## config.mk

```make
export PLATFORM = sky130hd
export DESIGN_NAME = telnet_client_option_negotiator_top
export DESIGN_NICKNAME = d
export VERILOG_FILES = /design/src/rtl/tnego_pkg.sv /design/src/rtl/telnet_client_option_negotiator_top.sv
export SDC_FILE = /design/constraint.sdc
export NUM_CORES = 1
export LEC_CHECK = 0
export CAP_MARGIN = 25
export CORE_ASPECT_RATIO = 0.75
export CORE_MARGIN = 1
export CORE_UTILIZATION = 27
export DETAILED_ROUTE_END_ITERATION = 10
export DONT_BUFFER_PORTS = 1
export HOLD_SLACK_MARGIN = 0.02
export PLACE_DENSITY = 0.48
export REMOVE_ABC_BUFFERS = 1
export SLEW_MARGIN = 10
export SYNTH_ARGS = -nofsm -noshare
export SYNTH_HDL_FRONTEND = slang
export SYNTH_SLANG_ARGS = --single-unit
export TNS_END_PERCENT = 30
```

## constraint.sdc

```tcl
create_clock -name clk -period 7.47 [get_ports clk]
set_input_delay 0.747 -clock clk [delete_from_list [all_inputs] [get_ports clk]]
set_output_delay 0.747 -clock clk [all_outputs]
set_load 0.1 [all_outputs]
```

## src/rtl/tnego_pkg.sv

```systemverilog
package tnego_pkg;

	localparam logic [7:0] IAC  = 8'd255;
	localparam logic [7:0] DONT = 8'd254;
	localparam logic [7:0] DO   = 8'd253;
	localparam logic [7:0] WONT = 8'd252;
	localparam logic [7:0] WILL = 8'd251;
	localparam logic [7:0] SB   = 8'd250;
	localparam logic [7:0] SE   = 8'd240;

	localparam logic [7:0] OPT_BINARY  = 8'd0;
	localparam logic [7:0] OPT_ECHO    = 8'd1;
	localparam logic [7:0] OPT_SGA     = 8'd3;
	localparam logic [7:0] OPT_TTYPE   = 8'd24;
	localparam logic [7:0] OPT_NAWS    = 8'd31;
	localparam logic [7:0] OPT_TSPEED  = 8'd32;
	localparam logic [7:0] OPT_OLD_ENV = 8'd36;
	localparam logic [7:0] OPT_NEW_ENV = 8'd39;
	localparam logic [7:0] QUAL_IS     = 8'd0;

	localparam int NUM_OPTS = 10;
	localparam int OPT_IW   = $clog2(NUM_OPTS);

	typedef enum logic [1:0] {
		ST_REQUESTED       = 2'd0,
		ST_ACTIVE          = 2'd1,
		ST_INACTIVE        = 2'd2,
		ST_REALLY_INACTIVE = 2'd3
	} opt_st_t;

	typedef enum logic [2:0] {
		RK_DATA  = 3'd0,
		RK_CMD   = 3'd1,
		RK_START = 3'd2,
		RK_ENV   = 3'd3,
		RK_TTYPE = 3'd4
	} rep_kind_t;

	function automatic logic [7:0] opt_code(logic [OPT_IW-1:0] i);
		case (i)
			4'd0:    return OPT_NAWS;
			4'd1:    return OPT_TSPEED;
			4'd2:    return OPT_TTYPE;
			4'd3:    return OPT_OLD_ENV;
			4'd4:    return OPT_NEW_ENV;
			4'd5:    return OPT_ECHO;
			4'd6:    return OPT_SGA;
			4'd7:    return OPT_SGA;
			default: return OPT_BINARY;
		endcase
	endfunction

	// Entries where we ask the peer to perform the option (DO/DONT side).
	function automatic logic opt_is_do(logic [OPT_IW-1:0] i);
		return (i == 4'd5) || (i == 4'd7) || (i == 4'd9);
	endfunction

	function automatic logic [7:0] opt_req(logic [OPT_IW-1:0] i);
		return opt_is_do(i) ? DO : WILL;
	endfunction

	function automatic logic [7:0] opt_neg(logic [OPT_IW-1:0] i);
		return opt_is_do(i) ? DONT : WONT;
	endfunction

	function automatic logic [7:0] opt_ack(logic [OPT_IW-1:0] i);
		return opt_is_do(i) ? WILL : DO;
	endfunction

	function automatic logic [7:0] opt_nak(logic [OPT_IW-1:0] i);
		return opt_is_do(i) ? WONT : DONT;
	endfunction

	function automatic opt_st_t opt_init(logic [OPT_IW-1:0] i);
		if (i == 4'd3 || i == 4'd8 || i == 4'd9)
			return ST_INACTIVE;
		return ST_REQUESTED;
	endfunction

	function automatic logic [4:0] rep_len(rep_kind_t k);
		case (k)
			RK_DATA:  return 5'd1;
			RK_CMD:   return 5'd3;
			RK_START: return 5'd21;
			RK_ENV:   return 5'd6;
			RK_TTYPE: return 5'd11;
			default:  return 5'd1;
		endcase
	endfunction

	// Requests sent for every option that starts out requested.
	function automatic logic [7:0] start_byte(logic [4:0] i);
		case (i)
			5'd0, 5'd3, 5'd6, 5'd9, 5'd12, 5'd15, 5'd18: return IAC;
			5'd1, 5'd4, 5'd7, 5'd10, 5'd16:               return WILL;
			5'd13, 5'd19:                                 return DO;
			5'd2:    return OPT_NAWS;
			5'd5:    return OPT_TSPEED;
			5'd8:    return OPT_TTYPE;
			5'd11:   return OPT_NEW_ENV;
			5'd14:   return OPT_ECHO;
			5'd17:   return OPT_SGA;
			5'd20:   return OPT_SGA;
			default: return IAC;
		endcase
	endfunction

	function automatic logic [7:0] env_byte(logic [4:0] i);
		case (i)
			5'd0:    return IAC;
			5'd1:    return SB;
			5'd2:    return OPT_NEW_ENV;
			5'd3:    return QUAL_IS;
			5'd4:    return IAC;
			default: return SE;
		endcase
	endfunction

	function automatic logic [7:0] ttype_byte(logic [4:0] i);
		case (i)
			5'd0:    return IAC;
			5'd1:    return SB;
			5'd2:    return OPT_TTYPE;
			5'd3:    return QUAL_IS;
			5'd4:    return 8'h78;
			5'd5:    return 8'h74;
			5'd6:    return 8'h65;
			5'd7:    return 8'h72;
			5'd8:    return 8'h6D;
			5'd9:    return IAC;
			default: return SE;
		endcase
	endfunction

endpackage

```

## src/rtl/telnet_client_option_negotiator_top.sv

```systemverilog
// A request is registered in the input stage on acceptance; its reply is then loaded into the
// reply register, which drives out_valid, once that register is free.
// Throughput: one request per cycle when each yields at most one result byte and out_ready
// is high; a multi-byte reply holds the reply register until all bytes drain (3 for an option
// answer, 6 or 11 for a subnegotiation reply, 21 for a connection start), stalling the input.
// Reset (arst_n low, asynchronous): parser at top level, subnegotiation option zero.
module telnet_client_option_negotiator_top
	import tnego_pkg::*;
(
	input  logic       clk,
	input  logic       arst_n,
	input  logic       in_valid,
	output logic       in_ready,
	input  logic       kind,
	input  logic [7:0] rx_byte,
	output logic       out_valid,
	input  logic       out_ready,
	output logic       dest,
	output logic [7:0] out_byte,
	output logic       last
);

	typedef enum logic [3:0] {
		PS_TOP     = 4'd0,
		PS_CR      = 4'd1,
		PS_IAC     = 4'd2,
		PS_WILL    = 4'd3,
		PS_WONT    = 4'd4,
		PS_DO      = 4'd5,
		PS_DONT    = 4'd6,
		PS_SB      = 4'd7,
		PS_SUB     = 4'd8,
		PS_SUB_IAC = 4'd9
	} ps_t;

	logic       valid_s1;
	logic       kind_s1;
	logic [7:0] byte_s1;

	ps_t        ps_q, ps_nx;
	logic [7:0] sub_q, sub_nx;
	opt_st_t    opt_q  [NUM_OPTS];
	opt_st_t    opt_nx [NUM_OPTS];

	logic       valid_s2;
	rep_kind_t  rk_s2;
	logic [7:0] byte_s2;
	logic [7:0] cmd_s2;
	logic [4:0] cnt_q;

	logic       advance;
	logic       emit;
	rep_kind_t  rk_nx;
	logic [7:0] cmd_nx;
	logic [7:0] cur_cmd;
	logic [NUM_OPTS-1:0] match;
	logic       hit;
	logic [OPT_IW-1:0] hsel;
	logic       any_ri;

	assign last      = (cnt_q == rep_len(rk_s2) - 5'd1);
	assign out_valid = valid_s2;
	assign dest      = (rk_s2 != RK_DATA);
	assign advance   = valid_s1 && (!valid_s2 || (out_ready && last));
	assign in_ready  = !valid_s1 || advance;

	always_comb begin
		case (ps_q)
			PS_WILL: cur_cmd = WILL;
			PS_WONT: cur_cmd = WONT;
			PS_DO:   cur_cmd = DO;
			default: cur_cmd = DONT;
		endcase
	end

	// Only one table entry can answer a given command for a given option.
	always_comb begin
		hit  = 1'b0;
		hsel = '0;
		for (int i = 0; i < NUM_OPTS; i++) begin
			match[i] = (opt_code(OPT_IW'(i)) == byte_s1) &&
				((opt_ack(OPT_IW'(i)) == cur_cmd) || (opt_nak(OPT_IW'(i)) == cur_cmd));
			if (match[i] && !hit) begin
				hit  = 1'b1;
				hsel = OPT_IW'(i);
			end
		end
	end

	always_comb begin
		ps_nx  = ps_q;
		sub_nx = sub_q;
		opt_nx = opt_q;
		emit   = 1'b0;
		rk_nx  = RK_DATA;
		cmd_nx = cur_cmd;
		if (kind_s1) begin
			ps_nx  = PS_TOP;
			sub_nx = '0;
			for (int i = 0; i < NUM_OPTS; i++)
				opt_nx[i] = opt_init(OPT_IW'(i));
			emit  = 1'b1;
			rk_nx = RK_START;
		end else begin
			case (ps_q)
				PS_IAC: begin
					if (byte_s1 == DO)
						ps_nx = PS_DO;
					else if (byte_s1 == DONT)
						ps_nx = PS_DONT;
					else if (byte_s1 == WILL)
						ps_nx = PS_WILL;
					else if (byte_s1 == WONT)
						ps_nx = PS_WONT;
					else if (byte_s1 == SB)
						ps_nx = PS_SB;
					else
						ps_nx = PS_TOP;
				end
				PS_WILL, PS_WONT, PS_DO, PS_DONT: begin
					ps_nx = PS_TOP;
					rk_nx = RK_CMD;
					if (hit) begin
						if (opt_ack(hsel) == cur_cmd) begin
							case (opt_q[hsel])
								ST_REQUESTED: opt_nx[hsel] = ST_ACTIVE;
								ST_INACTIVE: begin
									opt_nx[hsel] = ST_ACTIVE;
									emit         = 1'b1;
									cmd_nx       = opt_req(hsel);
								end
								ST_REALLY_INACTIVE: begin
									emit   = 1'b1;
									cmd_nx = opt_neg(hsel);
								end
								default: ;
							endcase
						end else begin
							case (opt_q[hsel])
								ST_REQUESTED: opt_nx[hsel] = ST_INACTIVE;
								ST_ACTIVE: begin
									opt_nx[hsel] = ST_INACTIVE;
									emit         = 1'b1;
									cmd_nx       = opt_neg(hsel);
								end
								default: ;
							endcase
						end
					end else if (cur_cmd == WILL || cur_cmd == DO) begin
						// Refuse anything we do not know.
						emit   = 1'b1;
						cmd_nx = (cur_cmd == WILL) ? DONT : WONT;
					end
				end
				PS_SB: begin
					sub_nx = byte_s1;
					ps_nx  = PS_SUB;
				end
				PS_SUB: begin
					if (byte_s1 == IAC)
						ps_nx = PS_SUB_IAC;
				end
				PS_SUB_IAC: begin
					if (byte_s1 == SE) begin
						ps_nx = PS_TOP;
						if (sub_q == OPT_NEW_ENV) begin
							emit  = 1'b1;
							rk_nx = RK_ENV;
						end else if (sub_q == OPT_TTYPE) begin
							emit  = 1'b1;
							rk_nx = RK_TTYPE;
						end
					end
				end
				default: begin
					if (byte_s1 == 8'd0 && ps_q == PS_CR)
						ps_nx = PS_TOP;
					else if (byte_s1 == IAC)
						ps_nx = PS_IAC;
					else begin
						ps_nx = (ps_q == PS_CR) ? PS_CR : PS_TOP;
						emit  = 1'b1;
						rk_nx = RK_DATA;
					end
				end
			endcase
		end
	end

	always_comb begin
		case (rk_s2)
			RK_DATA:  out_byte = byte_s2;
			RK_CMD: begin
				if (cnt_q == 5'd0)
					out_byte = IAC;
				else if (cnt_q == 5'd1)
					out_byte = cmd_s2;
				else
					out_byte = byte_s2;
			end
			RK_START: out_byte = start_byte(cnt_q);
			RK_ENV:   out_byte = env_byte(cnt_q);
			RK_TTYPE: out_byte = ttype_byte(cnt_q);
			default:  out_byte = byte_s2;
		endcase
	end

	always_ff @(posedge clk or negedge arst_n) begin
		if (!arst_n) begin
			valid_s1 <= 1'b0;
			kind_s1  <= 1'b0;
			byte_s1  <= '0;
			ps_q     <= PS_TOP;
			sub_q    <= '0;
			for (int i = 0; i < NUM_OPTS; i++)
				opt_q[i] <= opt_init(OPT_IW'(i));
			valid_s2 <= 1'b0;
			rk_s2    <= RK_DATA;
			byte_s2  <= '0;
			cmd_s2   <= '0;
			cnt_q    <= '0;
		end else begin
			if (in_ready) begin
				valid_s1 <= in_valid;
				if (in_valid) begin
					kind_s1 <= kind;
					byte_s1 <= rx_byte;
				end
			end
			// A new reply can only load once the previous one has fully drained.
			if (advance && emit) begin
				valid_s2 <= 1'b1;
				cnt_q    <= '0;
				rk_s2    <= rk_nx;
				byte_s2  <= byte_s1;
				cmd_s2   <= cmd_nx;
			end else if (valid_s2 && out_ready) begin
				if (last)
					valid_s2 <= 1'b0;
				else
					cnt_q <= cnt_q + 5'd1;
			end
			if (advance) begin
				ps_q  <= ps_nx;
				sub_q <= sub_nx;
				opt_q <= opt_nx;
			end
		end
	end

	always_comb begin
		any_ri = 1'b0;
		for (int i = 0; i < NUM_OPTS; i++)
			any_ri = any_ri || (opt_q[i] == ST_REALLY_INACTIVE);
	end

	// A held request can only be waiting on a reply that is still draining.
	a_stall_only_on_drain: assert property (@(posedge clk) disable iff (!arst_n)
		valid_s1 && !advance |-> valid_s2)
		else $error("input request stalled with empty reply register");

	a_start_resets_parser: assert property (@(posedge clk) disable iff (!arst_n)
		advance && kind_s1 |=> ps_q == PS_TOP && sub_q == 8'd0)
		else $error("connection start did not reset the parser");

	a_reply_opens_with_iac: assert property (@(posedge clk) disable iff (!arst_n)
		valid_s2 && dest && cnt_q == 5'd0 |-> out_byte == IAC)
		else $error("reply to peer does not open with IAC");

	a_data_single: assert property (@(posedge clk) disable iff (!arst_n)
		valid_s2 && !dest |-> last)
		else $error("user data byte not marked last");

	// No transition ever leads an option into the really-inactive state.
	a_no_really_inactive: assert property (@(posedge clk) disable iff (!arst_n)
		!any_ri)
		else $error("option reached really-inactive state");

endmodule
```

# == Word level (Yosys, flattened, before mapping) ==
# Memories as Yosys holds them, arrays and structs flattened.
# Cells that the tools add are included.
# op_classes
eq_ne,51
reduce_logical,65
order_cmp,2
bitwise,7
n_addsub,2
muxes,87
# ops
operator,n
$mux 20,6
$mux 8,11
$eq 8x8->1 const B,9
$pmux 8 s4,2
$mux 4,11
$mux 3,11
$eq 8x8->1 const A,4
$mux 1,27
$logic_and 1x1->1,25
$eq 4x3->1 const B,6
$eq 6x8->1 const A,3
$and 10x10->10,2
$not 10->10,2
$or 10x10->10,2
$pmux 4 s5,1
$pmux 5 s4,1
$eq 5x8->1 const A,2
$mux 2,8
$pmux 8 s2,1
$mux 5,3
$eq 4x4->1 const B,3
$logic_not 1->1,11
$eq 5x2->1 const B,2
$reduce_bool 2->1,5
38 further kinds,56
# totals
in_bits,13
out_inout_bits,12
romBits,384
n_memories,2
register_bits,67
wordCells,236
# mem_list
name,depth,word_bits,rd,rd_clocked_by_memory_dff,wr,line_no,rtl
(name not given),32,8,1,0,0,tnego_pkg.sv:93,case (i)
(name not given),16,8,1,0,0,tnego_pkg.sv:120,case (i)

# == Longest topological paths before layout ==
# depth
word_depth,47
mapped_depth,13
ltp_nobuf,11

# == Least setup slack after synthesis ==
# Ideal clock, no wire load.
# synth_timing
path_kind,register to output
start,reg cnt_q[1]
end,out out_byte[7]
path_stages_with_launch,13
t_required_ns,6.723
slack_ns,3.379
path_buffers,1
arrival_time_ns,3.344
cell_sequence,dfrtp_1 inv_1 ha_1 clkbuf_1 nor2_1 nor2_1 nor2_1 a211oi_1 o21a_1 nand2_1 nor3_1 nor2b_1 a2bb2oi_1
# synth_between
elab_chain_len,4
elab_cells_between_ends,13
classes_between,eq/ne (4); mux (5); reduce/logical (2); memory (2)
# synth_rtl
element,line_no,rtl
from (decl),telnet_client_option_negotiator_top.sv:49,logic [4:0] cnt_q;
from (signal assigned),telnet_client_option_negotiator_top.sv:241,cnt_q <= cnt_q + 5'd1;
"parallel branches: the longest is 3 deep, another holds $mem_v2 16x8",n/a,
$pmux 8 s4 (*),telnet_client_option_negotiator_top.sv:191,case (rk_s2)
to (decl),telnet_client_option_negotiator_top.sv:19,"output logic [7:0] out_byte,"
# Mark *: on every way between the ends.

# == Worst setup path in the final report ==
# layout_timing
start,reg cnt_q[2]
end,out in_ready
# layout_between
elab_chain_len,5
# layout_rtl
element,line_no,rtl
$eq 5x5->1,telnet_client_option_negotiator_top.sv:61,assign last = (cnt_q == rep_len(rk_s2) - 5'd1);
named net last,telnet_client_option_negotiator_top.sv:20,output logic last
$logic_and 1x1->1,telnet_client_option_negotiator_top.sv:64,assign advance = valid_s1 && (!valid_s2 || (out_ready && last));
$logic_or 1x1->1,telnet_client_option_negotiator_top.sv:64,
$logic_and 1x1->1,telnet_client_option_negotiator_top.sv:64,
$logic_or 1x1->1,telnet_client_option_negotiator_top.sv:65,assign in_ready = !valid_s1 || advance;
to (decl),telnet_client_option_negotiator_top.sv:13,"output logic in_ready,"
# The timed path passes the listed nets, and every way through them passes these cells.

==> impl_metrics.tcl <==
set metrics [dict create \
    hold_viol 0 \
    ys_seq_area_share_pct 32.9 \
    routed_via_density 5.45 \
    rsz0062_at_grt "no" \
    grt_pass1_wl_mm 23.0 \
    maxSlewHeadroom_pct 28.5 \
    grt_use_total_pct 16.1 \
    rows 41 \
    hold_class "primary input to async pin" \
    met3_usage_pct 4.31 \
    fill_cells 1799 \
    place.gp.congestion 0.912 \
    setup_ws_ns 2.77 \
    fp.dieH_um 117 \
    antenna_left 0 \
    cts_setup_buffers 0 \
    synth_area_leaders "dfrtp_1 31%, nand2_1 5.4%, o21ai_0 4.4%, mux2i_1 3.8%, nor2_1 3.7%" \
    fin_nets 566 \
    p_per_area_mw_per_mm2 410 \
    final.period_utilization_pct 63.0 \
    ctsResizeCount 0 \
    die_x_um 156 \
    cp-end-kind "output pin" \
    io_buffers 0 \
    path_class "register to output pin" \
    synthArstFlopShare_pct 100 \
    top_usage_layer "met1" \
    dr.first_iter.drc_count 398 \
    synth_top_area_share_pct 31.3 \
    grt_use_met1_pct 24.2 \
    insertion_delay_ns 0.33 \
    core_area_mm2 0.0171 \
    crit_fanout 24 \
    setup_viol 0 \
    grt_util_met2_pct 22.0 \
    multiInputGateArea_mm2 0.00300 \
    leakagePower_uw 0.00208 \
    fp.dieArea_mm2 0.0183 \
    htree_levels 3 \
    io_pins 25 \
    cts_tree "done" \
    cts_buffers 9 \
    mostFrequentLayoutCells "69 x nand2_1, 60 x dfrtp_1, 47 x nor2_1, 42 x o21ai_0, 29 x a21oi_1" \
    drtPass1Iterations 5 \
    tns_ns 0 \
    cp-start-kind "register" \
    seq_area_mm2 0.00158 \
    initial_utilization_pct 28.1 \
    holdBufCountCts 0 \
    synth_area_mm2 0.00480 \
    max_cap_viol_count 0 \
    clock_path_buffers 2 \
    dpl_worst_slack_ns 2.93 \
    dpl.hpwl_mm 10.3 \
    fmax_mhz 213 \
    syn_inst 564 \
    cts_root_buf "clkbuf_16" \
    drcViolationCount 0 \
    vias 4282 \
    ys.flop_type "dfrtp_1" \
    finalWirelength_mm 14.0 \
    cp.arrival_ns 3.96 \
    grt_pass1_vias 4066 \
    antenna_cells 0 \
    layout-drive-gt1-share_pct 12.8 \
    ys_warn_count 0 \
    status "finished, final reports clean" \
    clock_sinks 63 \
    critPathRequiredTime_ns 6.72 \
    vdd_drop_max_mv 0.190 \
    antenna_found_initial 2 \
    synth.avg_cell_area_um2 8.51 \
    path_clk_slew_ns 0.06 \
    fin_crit_ns 4.70 \
    worst_pin_slew_ns 1.07 \
    grt_max_degree 64 \
    clock_skew_ns 0.00679 \
    yosys.area.top_type "dfrtp_1" \
    synth_edf_count 0 \
    layout_commonest_cell "nand2_1" \
    wl_per_cell_um 17.9 \
    synth.distinct_cells 79 \
    syn_to_final_growth_pct 10.6 \
    grt-ovfl-total 0 \
    ys_ff_latch 63 \
    slew_violations 0 \
]
[flip-flops by register name (all words and copies together), names as in the netlist]
signal / cells
byte_s1: 8
byte_s2: 8
cmd_s2: 4
cnt_q: 5
kind_s1: 1
opt_q: 20
out_valid: 1
ps_q: 4
rk_s2: 3
sub_q: 8
valid_s1: 1
[where the power goes]
| part | switching [uW] | total [uW] | internal, uW |
|---|---|---|---|
| combinational | 802 | 1180 | 376 |
| clock | 170 | 398 | 228 |
| sequential | 180 | 600 | 420 |
| total | 1150 | 2180 | 1020 |
[area by class of cell]
| cell class | instances | share of cell area (%) |
|---|---|---|
| Inverter | 16 | 1.13 |
| Clock inverter | 7 | 0.990 |
| Multi-Input combinational cell | 448 | 56.6 |
| Sequential cell | 63 | 29.8 |
| Clock buffer | 9 | 4.24 |
| Tap cell | 236 | 5.56 |
| Timing Repair Buffer | 6 | 1.74 |
[synthesized netlist by cell type (3+ instances only)]
master / instances
xnor2_1: 9
ha_1: 9
o21ai_0: 42
o31ai_1: 6
o211ai_1: 12
o211a_1: 4
dfrtp_1: 60
mux2_4: 10
nor4_1: 9
buf_2: 5
or3_1: 10
nand3_1: 17
or2_2: 3
a21oi_1: 31
mux2_2: 11
and2_1: 4
nor3b_1: 3
nand4_1: 4
nor3_1: 13
inv_1: 15
buf_6: 4
nand2b_1: 13
o21a_1: 5
or2_1: 3
a211o_1: 4
clkbuf_1: 25
a32o_1: 3
a21o_1: 3
and3_1: 3
a31oi_1: 8
nor2_1: 47
buf_1: 3
nor2b_1: 11
dfstp_2: 3
o22ai_1: 4
nand2_1: 69
o21ai_1: 4
a211oi_1: 4
o2111ai_1: 3
mux2i_1: 18
[worst paths after layout]
kind / endpoint / slack [ns] / depth (start not counted) / startpoint
max: in_ready / 2.77 / 6 / cnt_q[2]$_DFFE_PN0P_
min: opt_q[7]$_DFFE_PN0P_ / 0.11 / 0 / arst_n
max reg2reg: byte_s1[0]$_DFFE_PN0P_ / 2.90 / 8 / cnt_q[2]$_DFFE_PN0P_
min reg2reg: sub_q[6]$_DFFE_PN0P_ / 0.48 / 2 / sub_q[6]$_DFFE_PN0P_
max in group asynchronous: opt_q[3]$_DFFE_PN1P_ / 7.16 / 0 / arst_n
min in group clk: sub_q[6]$_DFFE_PN0P_ / 0.48 / 2 / sub_q[6]$_DFFE_PN0P_
[stage by stage]
stage	std cells	util, %	power [uW]	area (um^2)	hold slack [ns]
finish	785	31.1	2180	5310	0.108
global route	785	31.1	2300	5310	0.0861
CTS	784	31.0	2180	5300	0.0918
detailed placement	768	29.4	1770	5020	0.453
global placement	765	29.0	1690	4950	0.453
floorplan	527	-	1440	4620	0.448
[kinds of logic after synthesis]
kind of cell	count (synthesis)	synth area share, %
muxes	39	9.46
and+or+nand+nor	232	25.9
DFF	63	32.9
adders and majority gates	9	2.35
AOI/OAI and AO/OA	158	22.7
buffers and inverters	53	4.90
xor gates and xnor gates	10	1.82
[critical path, stage by stage, from the launching register on]
cell and delay (ns):
dfrtp_1 0.85, clkinv_1 0.49, xnor2_1 0.25, nor2_1 0.11, and3_1 0.85, a21oi_1 0.27, nand2_1 0.78
[metal layers]
metal / up-vias / wire [um]
met4: 4 / 131
li1: 2034 / -
met1: 2088 / 7100
met3: 13 / 884
met5: - / 23
met2: 143 / 5880
Power figures use the tool's default switching activity.
